[src/hdl/fe_grad_pkg.sv]
package fe_grad_pkg;

  typedef logic signed [63:0] acc_t;

  localparam acc_t AccMax = {1'b0, {63{1'b1}}};
  localparam acc_t AccMin = {1'b1, {63{1'b0}}};

  localparam logic FuncGeom = 1'b0;
  localparam logic KindDet  = 1'b0;
  localparam logic KindGrad = 1'b1;

  localparam logic [1:0] DimTwo   = 2'd2;
  localparam logic [1:0] DimReset = 2'd3;

  typedef enum logic [2:0] {
    SrcCoord, SrcDeriv, SrcJac, SrcCof, SrcSum, SrcRecip
  } src_e;

  typedef enum logic [1:0] {
    ShNone, ShF, Sh2F, Sh3F
  } sh_e;

  typedef enum logic [2:0] {
    WbNone, WbJacAcc, WbTmp, WbCof, WbDet, WbSum, WbGrad
  } wb_e;

  typedef struct packed {
    logic       mul_start;
    src_e       a_src;
    logic [3:0] a_idx;
    src_e       b_src;
    logic [3:0] b_idx;
    sh_e        sh;
    wb_e        wb;
    logic [3:0] wb_idx;
    logic       cof2d;
    logic       clr_det;
    logic       clr_sum;
    logic       clr_grad;
    logic       div_start;
    logic       finish;
    logic       emit;
    logic       emit_kind;
  } cmd_t;

  typedef struct packed {
    logic in_valid;
    logic func;
    logic last;
    logic dim2;
    logic mul_done;
    logic mul_busy;
    logic div_done;
    logic div_busy;
    logic det_bad;
    logic out_free;
  } sts_t;

  function automatic acc_t sat_add(acc_t a, acc_t b);
    acc_t s;
    s = a + b;
    if (a[63] == b[63] && s[63] != a[63]) return a[63] ? AccMin : AccMax;
    return s;
  endfunction

  function automatic acc_t sat_sub(acc_t a, acc_t b);
    acc_t s;
    s = a - b;
    if (a[63] != b[63] && s[63] != a[63]) return a[63] ? AccMin : AccMax;
    return s;
  endfunction

  function automatic logic [3:0] idx9(logic [1:0] r, logic [1:0] k);
    return {r, 2'b00} - {2'b00, r} + {2'b00, k};
  endfunction

  function automatic logic [1:0] inc3(logic [1:0] x);
    return (x == 2'd2) ? 2'd0 : x + 2'd1;
  endfunction

endpackage

[src/hdl/fe_grad_ctrl.sv]
module fe_grad_ctrl (
  input  logic              clk_i,
  input  logic              rst_ni,
  input  fe_grad_pkg::sts_t sts_i,
  output logic              in_ready_o,
  output fe_grad_pkg::cmd_t cmd_o
);

  typedef enum logic [4:0] {
    SIdle, SDispatch, SMac, SMacW, SCofStart, SCofM1, SCofW1, SCofM2, SCofW2,
    SDetInit, SDetM, SDetW, SDetSettle, SDetChk, SDivW, SFinish, SEmit,
    SFldRow, SFldM, SFldW, SFldG, SFldGW
  } state_e;

  state_e            state_q;
  fe_grad_pkg::cmd_t cmd_q;
  logic [1:0]        r_q, k_q;
  logic              kind_q;
  logic [1:0]        nl, r1, r2, k1, k2;

  assign nl = sts_i.dim2 ? 2'd1 : 2'd2;
  assign r1 = fe_grad_pkg::inc3(r_q);
  assign r2 = fe_grad_pkg::inc3(r1);
  assign k1 = fe_grad_pkg::inc3(k_q);
  assign k2 = fe_grad_pkg::inc3(k1);

  always_ff @(posedge clk_i or negedge rst_ni) begin
    if (!rst_ni) begin
      state_q <= SIdle;
      cmd_q   <= '0;
      r_q     <= '0;
      k_q     <= '0;
      kind_q  <= fe_grad_pkg::KindDet;
    end else begin
      cmd_q <= '0;
      unique case (state_q)
        SIdle: if (sts_i.in_valid) state_q <= SDispatch;
        SDispatch: begin
          r_q <= '0;
          k_q <= '0;
          if (sts_i.func == fe_grad_pkg::FuncGeom) begin
            state_q <= SMac;
          end else begin
            cmd_q.clr_grad <= 1'b1;
            state_q        <= SFldRow;
          end
        end
        SMac: begin
          cmd_q.mul_start <= 1'b1;
          cmd_q.a_src     <= fe_grad_pkg::SrcCoord;
          cmd_q.a_idx     <= {2'b00, r_q};
          cmd_q.b_src     <= fe_grad_pkg::SrcDeriv;
          cmd_q.b_idx     <= {2'b00, k_q};
          cmd_q.sh        <= fe_grad_pkg::ShNone;
          state_q         <= SMacW;
        end
        SMacW: if (sts_i.mul_done) begin
          cmd_q.wb     <= fe_grad_pkg::WbJacAcc;
          cmd_q.wb_idx <= fe_grad_pkg::idx9(r_q, k_q);
          if (k_q != nl) begin
            k_q     <= k_q + 2'd1;
            state_q <= SMac;
          end else if (r_q != nl) begin
            k_q     <= '0;
            r_q     <= r_q + 2'd1;
            state_q <= SMac;
          end else begin
            k_q     <= '0;
            r_q     <= '0;
            state_q <= sts_i.last ? SCofStart : SIdle;
          end
        end
        SCofStart: begin
          if (sts_i.dim2) begin
            cmd_q.cof2d <= 1'b1;
            state_q     <= SDetInit;
          end else begin
            state_q <= SCofM1;
          end
        end
        SCofM1: begin
          cmd_q.mul_start <= 1'b1;
          cmd_q.a_src     <= fe_grad_pkg::SrcJac;
          cmd_q.a_idx     <= fe_grad_pkg::idx9(r1, k1);
          cmd_q.b_src     <= fe_grad_pkg::SrcJac;
          cmd_q.b_idx     <= fe_grad_pkg::idx9(r2, k2);
          cmd_q.sh        <= fe_grad_pkg::Sh2F;
          state_q         <= SCofW1;
        end
        SCofW1: if (sts_i.mul_done) begin
          cmd_q.wb <= fe_grad_pkg::WbTmp;
          state_q  <= SCofM2;
        end
        SCofM2: begin
          cmd_q.mul_start <= 1'b1;
          cmd_q.a_src     <= fe_grad_pkg::SrcJac;
          cmd_q.a_idx     <= fe_grad_pkg::idx9(r1, k2);
          cmd_q.b_src     <= fe_grad_pkg::SrcJac;
          cmd_q.b_idx     <= fe_grad_pkg::idx9(r2, k1);
          cmd_q.sh        <= fe_grad_pkg::Sh2F;
          state_q         <= SCofW2;
        end
        SCofW2: if (sts_i.mul_done) begin
          cmd_q.wb     <= fe_grad_pkg::WbCof;
          cmd_q.wb_idx <= fe_grad_pkg::idx9(r_q, k_q);
          if (k_q != 2'd2) begin
            k_q     <= k_q + 2'd1;
            state_q <= SCofM1;
          end else if (r_q != 2'd2) begin
            k_q     <= '0;
            r_q     <= r_q + 2'd1;
            state_q <= SCofM1;
          end else begin
            k_q     <= '0;
            r_q     <= '0;
            state_q <= SDetInit;
          end
        end
        SDetInit: begin
          cmd_q.clr_det <= 1'b1;
          r_q           <= '0;
          state_q       <= SDetM;
        end
        SDetM: begin
          cmd_q.mul_start <= 1'b1;
          cmd_q.a_src     <= fe_grad_pkg::SrcJac;
          cmd_q.a_idx     <= fe_grad_pkg::idx9(r_q, 2'd0);
          cmd_q.b_src     <= fe_grad_pkg::SrcCof;
          cmd_q.b_idx     <= fe_grad_pkg::idx9(r_q, 2'd0);
          cmd_q.sh        <= fe_grad_pkg::Sh2F;
          state_q         <= SDetW;
        end
        SDetW: if (sts_i.mul_done) begin
          cmd_q.wb <= fe_grad_pkg::WbDet;
          if (r_q != nl) begin
            r_q     <= r_q + 2'd1;
            state_q <= SDetM;
          end else begin
            r_q     <= '0;
            state_q <= SDetSettle;
          end
        end
        SDetSettle: state_q <= SDetChk;
        SDetChk: begin
          if (sts_i.det_bad) begin
            state_q <= SFinish;
          end else begin
            cmd_q.div_start <= 1'b1;
            state_q         <= SDivW;
          end
        end
        SDivW: if (sts_i.div_done) state_q <= SFinish;
        SFinish: begin
          cmd_q.finish <= 1'b1;
          kind_q       <= fe_grad_pkg::KindDet;
          state_q      <= SEmit;
        end
        SEmit: if (sts_i.out_free) begin
          cmd_q.emit      <= 1'b1;
          cmd_q.emit_kind <= kind_q;
          state_q         <= SIdle;
        end
        SFldRow: begin
          cmd_q.clr_sum <= 1'b1;
          k_q           <= '0;
          state_q       <= SFldM;
        end
        SFldM: begin
          cmd_q.mul_start <= 1'b1;
          cmd_q.a_src     <= fe_grad_pkg::SrcDeriv;
          cmd_q.a_idx     <= {2'b00, k_q};
          cmd_q.b_src     <= fe_grad_pkg::SrcCof;
          cmd_q.b_idx     <= fe_grad_pkg::idx9(r_q, k_q);
          cmd_q.sh        <= fe_grad_pkg::ShF;
          state_q         <= SFldW;
        end
        SFldW: if (sts_i.mul_done) begin
          cmd_q.wb <= fe_grad_pkg::WbSum;
          if (k_q != nl) begin
            k_q     <= k_q + 2'd1;
            state_q <= SFldM;
          end else begin
            k_q     <= '0;
            state_q <= SFldG;
          end
        end
        SFldG: begin
          cmd_q.mul_start <= 1'b1;
          cmd_q.a_src     <= fe_grad_pkg::SrcSum;
          cmd_q.b_src     <= fe_grad_pkg::SrcRecip;
          cmd_q.sh        <= fe_grad_pkg::Sh3F;
          state_q         <= SFldGW;
        end
        SFldGW: if (sts_i.mul_done) begin
          cmd_q.wb     <= fe_grad_pkg::WbGrad;
          cmd_q.wb_idx <= {2'b00, r_q};
          if (r_q != nl) begin
            r_q     <= r_q + 2'd1;
            state_q <= SFldRow;
          end else begin
            r_q     <= '0;
            kind_q  <= fe_grad_pkg::KindGrad;
            state_q <= SEmit;
          end
        end
        default: state_q <= SIdle;
      endcase
    end
  end

  assign in_ready_o = (state_q == SIdle);
  assign cmd_o      = cmd_q;

endmodule

[config.mk]
export PLATFORM = sky130hd
export DESIGN_NAME = fe_grad_ctrl
export DESIGN_NICKNAME = d
export VERILOG_FILES = /design/src/hdl/fe_grad_pkg.sv /design/src/hdl/fe_grad_ctrl.sv
export SDC_FILE = /design/constraint.sdc
export NUM_CORES = 1
export LEC_CHECK = 0
export BUFFER_PORTS_ARGS = -buffer_cell sky130_fd_sc_hd__buf_2
export CORE_MARGIN = 8
export CORE_UTILIZATION = 56
export DETAILED_ROUTE_END_ITERATION = 7
export HOLD_SLACK_MARGIN = 0.15
export PLACE_DENSITY = 0.79
export SYNTH_ARGS = -nofsm -noshare
export SYNTH_HDL_FRONTEND = slang
export SYNTH_SLANG_ARGS = --single-unit
[constraint.sdc]
create_clock -name clk_i -period 2.71 [get_ports clk_i]
set_input_delay 0.542 -clock clk_i [delete_from_list [all_inputs] [get_ports clk_i]]
set_output_delay 0.542 -clock clk_i [all_outputs]
set_load 0.03 [all_outputs]
==> out/qor.yml, run 1 <==
status:
  status: "finished, final reports clean"
grt:
  grt_max_degree: 43
  grt_pass1_vias: 2102
  track_usage_pct: 18.0
  antenna_found_initial: 0
  grt_pass1_wl_mm: 10.5
  overflow: 0
route:
  ant_nets: 0
  route.detailed.wl_per_inst_um: 16.6
  drc: 0
  drt-pass1-iter-count: 5
  drtIter0Drc: 262
  viasPerCell: 5.99
  wl_mm: 6.38
  dr_total_vias: 2307
power:
  p_per_area_nw_per_um2: 1240
  p_seq_share_pct: 23.6
  vdd_drop_max_v: 0.000712
  intPower_mw: 1.96
  clockPowerShare_pct: 13.2
  swShare_pct: 48.1
  leakage_nw: 1.54
  p_total_mw: 3.79
  comb_power_share_pct: 63.3
  p_sw_mw: 1.82
clock_network:
  cts_buffers: 5
  postCtsResizedCells: 0
  postCtsSetupRepairBufs: 0
  cts_root_buffer: "clkbuf_8"
  htree_levels: 2
  clk_latency_ns: 0.30
  clk_pin_slew_ns: 0.08
  holdBufCountCts: 0
  cts_num_sinks: 42
  cts_buffer_depth: 2
  cts_tree: "yes"
synthesis:
  ys_seq_elements: 42
  syn-num-nets: 323
  synth_top_area_cell: "dfrtp_1"
  async_flop_share_pct: 100
  synth_commonest_cells: "dfrtp_1, nand2_1, nor2_1, ha_1, o21ai_0"
  syn-cell-area_um2: 2680
  yosysSeqAreaShare_pct: 39.2
  dominantRegCellSynth: "dfrtp_1"
  post-synth-top-count-cell: "dfrtp_1"
  yosysUniqueCellTypes: 57
  synth_top_area_share_pct: 39.2
  ys_top_cells_by_area: "dfrtp_1, ha_1, nand2_1"
  synth_edf_count: 0
  synthCells: 289
  yosys_warnings: 0
  synth_area_per_cell_um2: 9.28
timing:
  max_freq_mhz: 418
  finalSetupTns_ns: 0
  setup_violations: 0
  worst_slew_pin_slew_ns: 0.911
  rsz0062_at_grt: "no"
  slew_headroom_pct: 39.3
  finalMaxSlewViolations: 0
  timing.final.crit_period_ns: 2.39
  fin_crit_sh_pct: 88.4
  fin_worst_skew_ns: 0.00838
  whs_ns: 0.365
  setup_ws_ns: 0.316
  timing_hold_violations_final: 0
setup_path:
  worstPathMaxFanout: 9
  reg2reg_depth: 9
  crit_arrival_ns: 2.59
  r2r_end: "cmd_o[26]$_DFF_PN0_"
  crit_type: "register to register"
  rr_startpoint: "k_q[1]$_DFFE_PN0P_"
  required_ns: 2.91
  startpoint_type: "register"
  crit_path_end_kind: "register"
  ff2ff_setup_slack_ns: 0.32
layout:
  area_growth_pct: 13.5
  diodes: 0
  fillers: 387
  utilization_pct: 65.3
  final_nets: 364
  drive_gt1_share_pct: 20.5
die:
  io_pins: 45
  die-area_um2: 7260
  fp.coreArea_um2: 4660
  start_util_pct: 57.6
  fp.dieW_um: 85.2
  row_count: 25
  dieHeight_um: 85.2
placed_design:
  globalplace.congestion: 0.883
  dp_hpwl_mm: 4.52
  dp_slack_ns: 0.349
  io_buffer_count: 42
job:
  maxCapViolCount: 0
min_path:
  hold_path_class: "primary input to asynchronous set/reset pin"
[per-layer routing]
layer | global-route usage (%) | part of all wire (%) | routed length, um | up-vias
li1 | - | - | - | 1092
met1 | 22.9 | 45 | 2840 | 1090
met2 | 27.2 | 45 | 2870 | 108
met3 | 6.08 | 8.4 | 538 | 17
met4 | 7.12 | 2.0 | 127 | 0
met5 | 0 | 0 | 0 | -
[sequential cells by signal, indices dropped and copies added (netlist names)]
| signal | count |
|---|---|
| state_q | 5 |
| k_q | 2 |
| cmd_o | 32 |
| r_q | 2 |
| kind_q | 1 |
[power groups by stage]
stage / sequential, mW / clock [mW] / combinational, mW
global placement: 0.896 / 0 / 2.29
detailed placement: 0.903 / 0 / 2.34
finish: 0.893 / 0.498 / 2.39
global route: 0.910 / 0.531 / 2.62
floorplan: 1.11 / 0 / 1.57
CTS: 0.890 / 0.504 / 2.36
[through the flow]
stage	std cells	area [um^2]
after global placement	377	2940
after detailed placement	377	2940
final	385	3050
after CTS	385	3050
after global routing	385	3050
after floorplan	289	2680
[kinds of logic (layout without fill, tap and decap cells)]
| group | count (synthesis) | count (layout) | synth area share, % |
|---|---|---|---|
| flops | 42 | 42 | 39.2 |
| fa+ha+maj | 22 | 22 | 11.1 |
| mux | 13 | 13 | 5.50 |
| buf+inv | 32 | 74 | 5.13 |
| compound gates | 65 | 65 | 17.4 |
| simple gates | 109 | 109 | 19.7 |
| xor+xnor | 6 | 6 | 1.96 |
[worst max path at each step]
stage	start	endpoint	slack, ns	depth (start not counted)
after floorplan	state_q[4]$_DFFE_PN0P_	cmd_o[18]$_DFF_PN0_	0.43	9
after global placement	r_q[0]$_DFFE_PN0P_	cmd_o[26]$_DFF_PN0_	0.46	8
after detailed placement	k_q[1]$_DFFE_PN0P_	cmd_o[26]$_DFF_PN0_	0.35	9
after CTS	k_q[1]$_DFFE_PN0P_	cmd_o[26]$_DFF_PN0_	0.31	9
after global routing	k_q[1]$_DFFE_PN0P_	cmd_o[26]$_DFF_PN0_	0.19	9
final	k_q[1]$_DFFE_PN0P_	cmd_o[26]$_DFF_PN0_	0.32	9
[layout make-up]
cell class	count	area [um^2]	share of cell area, %
multi-input cells	215	1490	49.1
clock buffers	6	72.6	2.38
clock inverters	2	37.5	1.23
repair buffers	48	255	8.38
inverters	18	67.6	2.22
well taps	54	67.6	2.22
flip-flops and latches	42	1050	34.5
[cell usage in the layout, fill, tap and decap left out, drive strengths merged, types with 2 or more instances in the layout]
cell    instances
buf            48
xor2            2
nand2b          7
ha             19
mux2i           5
nand2          31
a21o            4
nand3b          3
or3b            2
o21ai          18
a32oi           2
mux2            8
o21a            2
and2            2
fa              3
a21oi           9
nor2b           7
a21boi          2
inv            17
nor3            9
a22o            2
a32o            2
dfrtp          42
xnor2           4
o221ai          5
and3            7
clkbuf          6
o211ai          2
nand3           5
nor2           31
a22oi           3
[worst max-delay path, cell delays in order (launching register included)]
cell     delay (ns)
dfrtp_1        0.59
inv_1          0.16
ha_1           0.26
nor2_1         0.14
mux2_2         0.16
ha_1           0.15
inv_1          0.06
fa_1           0.38
xor2_1         0.18
o21ai_0        0.21
Note: power is estimated with default switching activity, not from simulation.
==> run 2: changes to the inputs <==
- BUFFER_PORTS_ARGS: -buffer_cell sky130_fd_sc_hd__buf_2 -> not set
- CORE_UTILIZATION: 56 -> 63
- DONT_BUFFER_PORTS: not set -> 1
- SETUP_SLACK_MARGIN: not set -> 0.02
==> out/qor.yml, run 2 (synthesized netlist as in run 1, its figures left out) <==
route:
  wl_mm: 5.95  # -6.7%
  drt-pass1-iter-count: 6  # +1
  route.detailed.wl_per_inst_um: 17.5  # +5.3%
  ant_nets: 0  # unchanged
  viasPerCell: 6.35  # +6.0%
  drtIter0Drc: 254  # -3.1%
  drc: 0  # unchanged
  dr_total_vias: 2165  # -6.2%
clock_network:
  cts_buffers: 5  # unchanged
  cts_buffer_depth: 2  # unchanged
  cts_root_buffer: "clkbuf_8"
  postCtsResizedCells: 0  # unchanged
  clk_latency_ns: 0.30  # about the same
  cts_tree: "yes"
  cts_num_sinks: 42  # unchanged
  htree_levels: 2  # unchanged
  clk_pin_slew_ns: 0.08  # about the same
layout:
  largest_reg_flops: 32  # unchanged
  final_cells: 341  # -11%
  diodes: 0  # unchanged
  final_nets: 324  # -11%
  final_common_cell: "dfrtp_1"
  layout_common_cells: "dfrtp_1, nand2_1, nor2_1"
  area_growth_pct: 7.65
  fillers: 287  # -26%
  drive_gt1_share_pct: 9.62  # -11 points
power:
  vdd_drop_max_v: 0.000766  # +7.5%
  p_total_mw: 3.75  # -0.95%
  leakage_nw: 1.36  # -12%
  p_per_area_nw_per_um2: 1300  # +4.5%
placed_design:
  dp_hpwl_mm: 4.23  # -6.4%
  place_inst: 331  # -12%
  io_buffer_count: 0  # -100%
  globalplace.congestion: 0.874  # -0.99%
min_path:
  hold_path_class: "primary input to register"
  holdPathEnd: "cmd_o[3]$_DFF_PN0_"
  min_path_cells: 1
  hold_start: "sts_i[1]"
grt:
  grt_pass1_wl_mm: 9.55  # -9.2%
  antenna_found_initial: 0  # unchanged
  overflow: 0  # unchanged
  grt_max_degree: 43  # unchanged
  grt_pass1_vias: 1996  # -5.0%
  track_usage_pct: 18.5  # +0.55 points
die:
  start_util_pct: 66.1  # +8.6 points
  fp.dieW_um: 81.3  # -4.6%
  row_count: 23  # -8.0%
  die-area_um2: 6600  # -9.1%
  fp.coreArea_um2: 4060  # -13%
  dieHeight_um: 81.3  # -4.6%
  io_pins: 45  # unchanged
setup_path:
  r2r_end: "cmd_o[19]$_DFF_PN0_"
  reg2reg_depth: 10  # +1
  ff2ff_setup_slack_ns: 0.36  # +0.05 ns
  crit_arrival_ns: 2.56  # -0.03 ns
  worstPathMaxFanout: 9  # unchanged
  crit_path_end_kind: "register"
  rr_startpoint: "k_q[1]$_DFFE_PN0P_"
  crit_type: "register to register"
  startpoint_type: "register"
  required_ns: 2.92  # about the same
timing:
  setup_violations: 0  # unchanged
  worst_slew_pin_slew_ns: 0.467  # -0.443 ns
  finalMaxSlewViolations: 0  # unchanged
  timing.final.crit_period_ns: 2.35  # -0.0472 ns
  fin_worst_skew_ns: 0.00935  # +0.000967 ns
  timing_hold_violations_final: 0  # unchanged
  rsz0062_at_grt: "no"
  finalSetupTns_ns: 0  # unchanged
  fin_crit_sh_pct: 86.6  # -1.7 points
  slew_headroom_pct: 68.7  # +29 points
  max_freq_mhz: 426  # +2.0%
job:
  maxCapViolCount: 0  # unchanged
status:
  status: "finished, final reports clean"
-- run 2: cell types whose count changed in the layout (fill, tap and decap cells not counted), sizes merged --
cell | previous run | this run
clkbuf | 6 | 5
clkinv | 1 | 2
clkinvlp | 1 | 0
buf | 48 | 7
bufinv | 1 | 2
dlygate4sd3 | 0 | 1
-- run 2: how the worst max path moves through the flow --
stage | from | endpoint | slack (ns) | cells past startpoint
floorplan | state_q[4]$_DFFE_PN0P_ | cmd_o[18]$_DFF_PN0_ | 0.43 | 9
detailed placement | state_q[4]$_DFFE_PN0P_ | cmd_o[25]$_DFF_PN0_ | 0.42 | 8
CTS | state_q[4]$_DFFE_PN0P_ | cmd_o[25]$_DFF_PN0_ | 0.36 | 8
global placement | r_q[0]$_DFFE_PN0P_ | cmd_o[19]$_DFF_PN0_ | 0.44 | 10
global route | k_q[1]$_DFFE_PN0P_ | cmd_o[19]$_DFF_PN0_ | 0.16 | 10
finish | k_q[1]$_DFFE_PN0P_ | cmd_o[19]$_DFF_PN0_ | 0.36 | 10
-- run 2: report_power, final --
part | switching, mW | internal, mW
logic | 1.22 | 0.824
registers | 0.328 | 0.790
clock network | 0.217 | 0.369
-- run 2: per-stage QoR --
| step | cell area [um^2] | utilization [%] | worst slack, ns | hold WS, ns |
|---|---|---|---|---|
| floorplan | 2680 | - | 0.428 | 0.246 |
| global placement | 2720 | 67.0 | 0.441 | 0.247 |
| detailed placement | 2720 | 67.0 | 0.419 | 0.248 |
| CTS | 2890 | 71.2 | 0.357 | 0.319 |
| global route | 2890 | 71.2 | 0.160 | 0.308 |
| finish | 2890 | 71.2 | 0.363 | 0.323 |
-- run 2: worst max-delay path, cell delays in order, from the launching register on --
cell      delay, ns
dfrtp_1        0.58
inv_1          0.15
ha_1           0.25
nor2_1         0.15
mux2_2         0.17
ha_1           0.16
inv_1          0.05
fa_1           0.37
xnor2_1        0.19
nand2_1        0.08
o211ai_1       0.09
-- run 2: area by class of cell --
type | instances | area, um^2 | share of cell area, %
multi-input cells | 215 | 1490 | 51.7
flip-flops and latches | 42 | 1050 | 36.4
repair buffers | 8 | 75.1 | 2.60
clock inverters | 3 | 68.8 | 2.38
clock buffers | 5 | 68.8 | 2.38
well taps | 50 | 62.6 | 2.17
inverters | 18 | 67.6 | 2.34
-- run 2: repair_timing --
item / in CTS / in global routing
buffers inserted: 0 / 0
endpoints found under the hold margin: 42 / 0
hold buffers: 2 / 0
-- run 2: routing by layer --
metal  GRT usage, %  vias to the layer above  share of wire [%]
met5              0                        -                  0
met4           6.43                        0                2.1
met3           5.08                       17                 11
met2           28.1                      126                 44
met1           24.7                     1008                 43
li1               -                     1014                  -
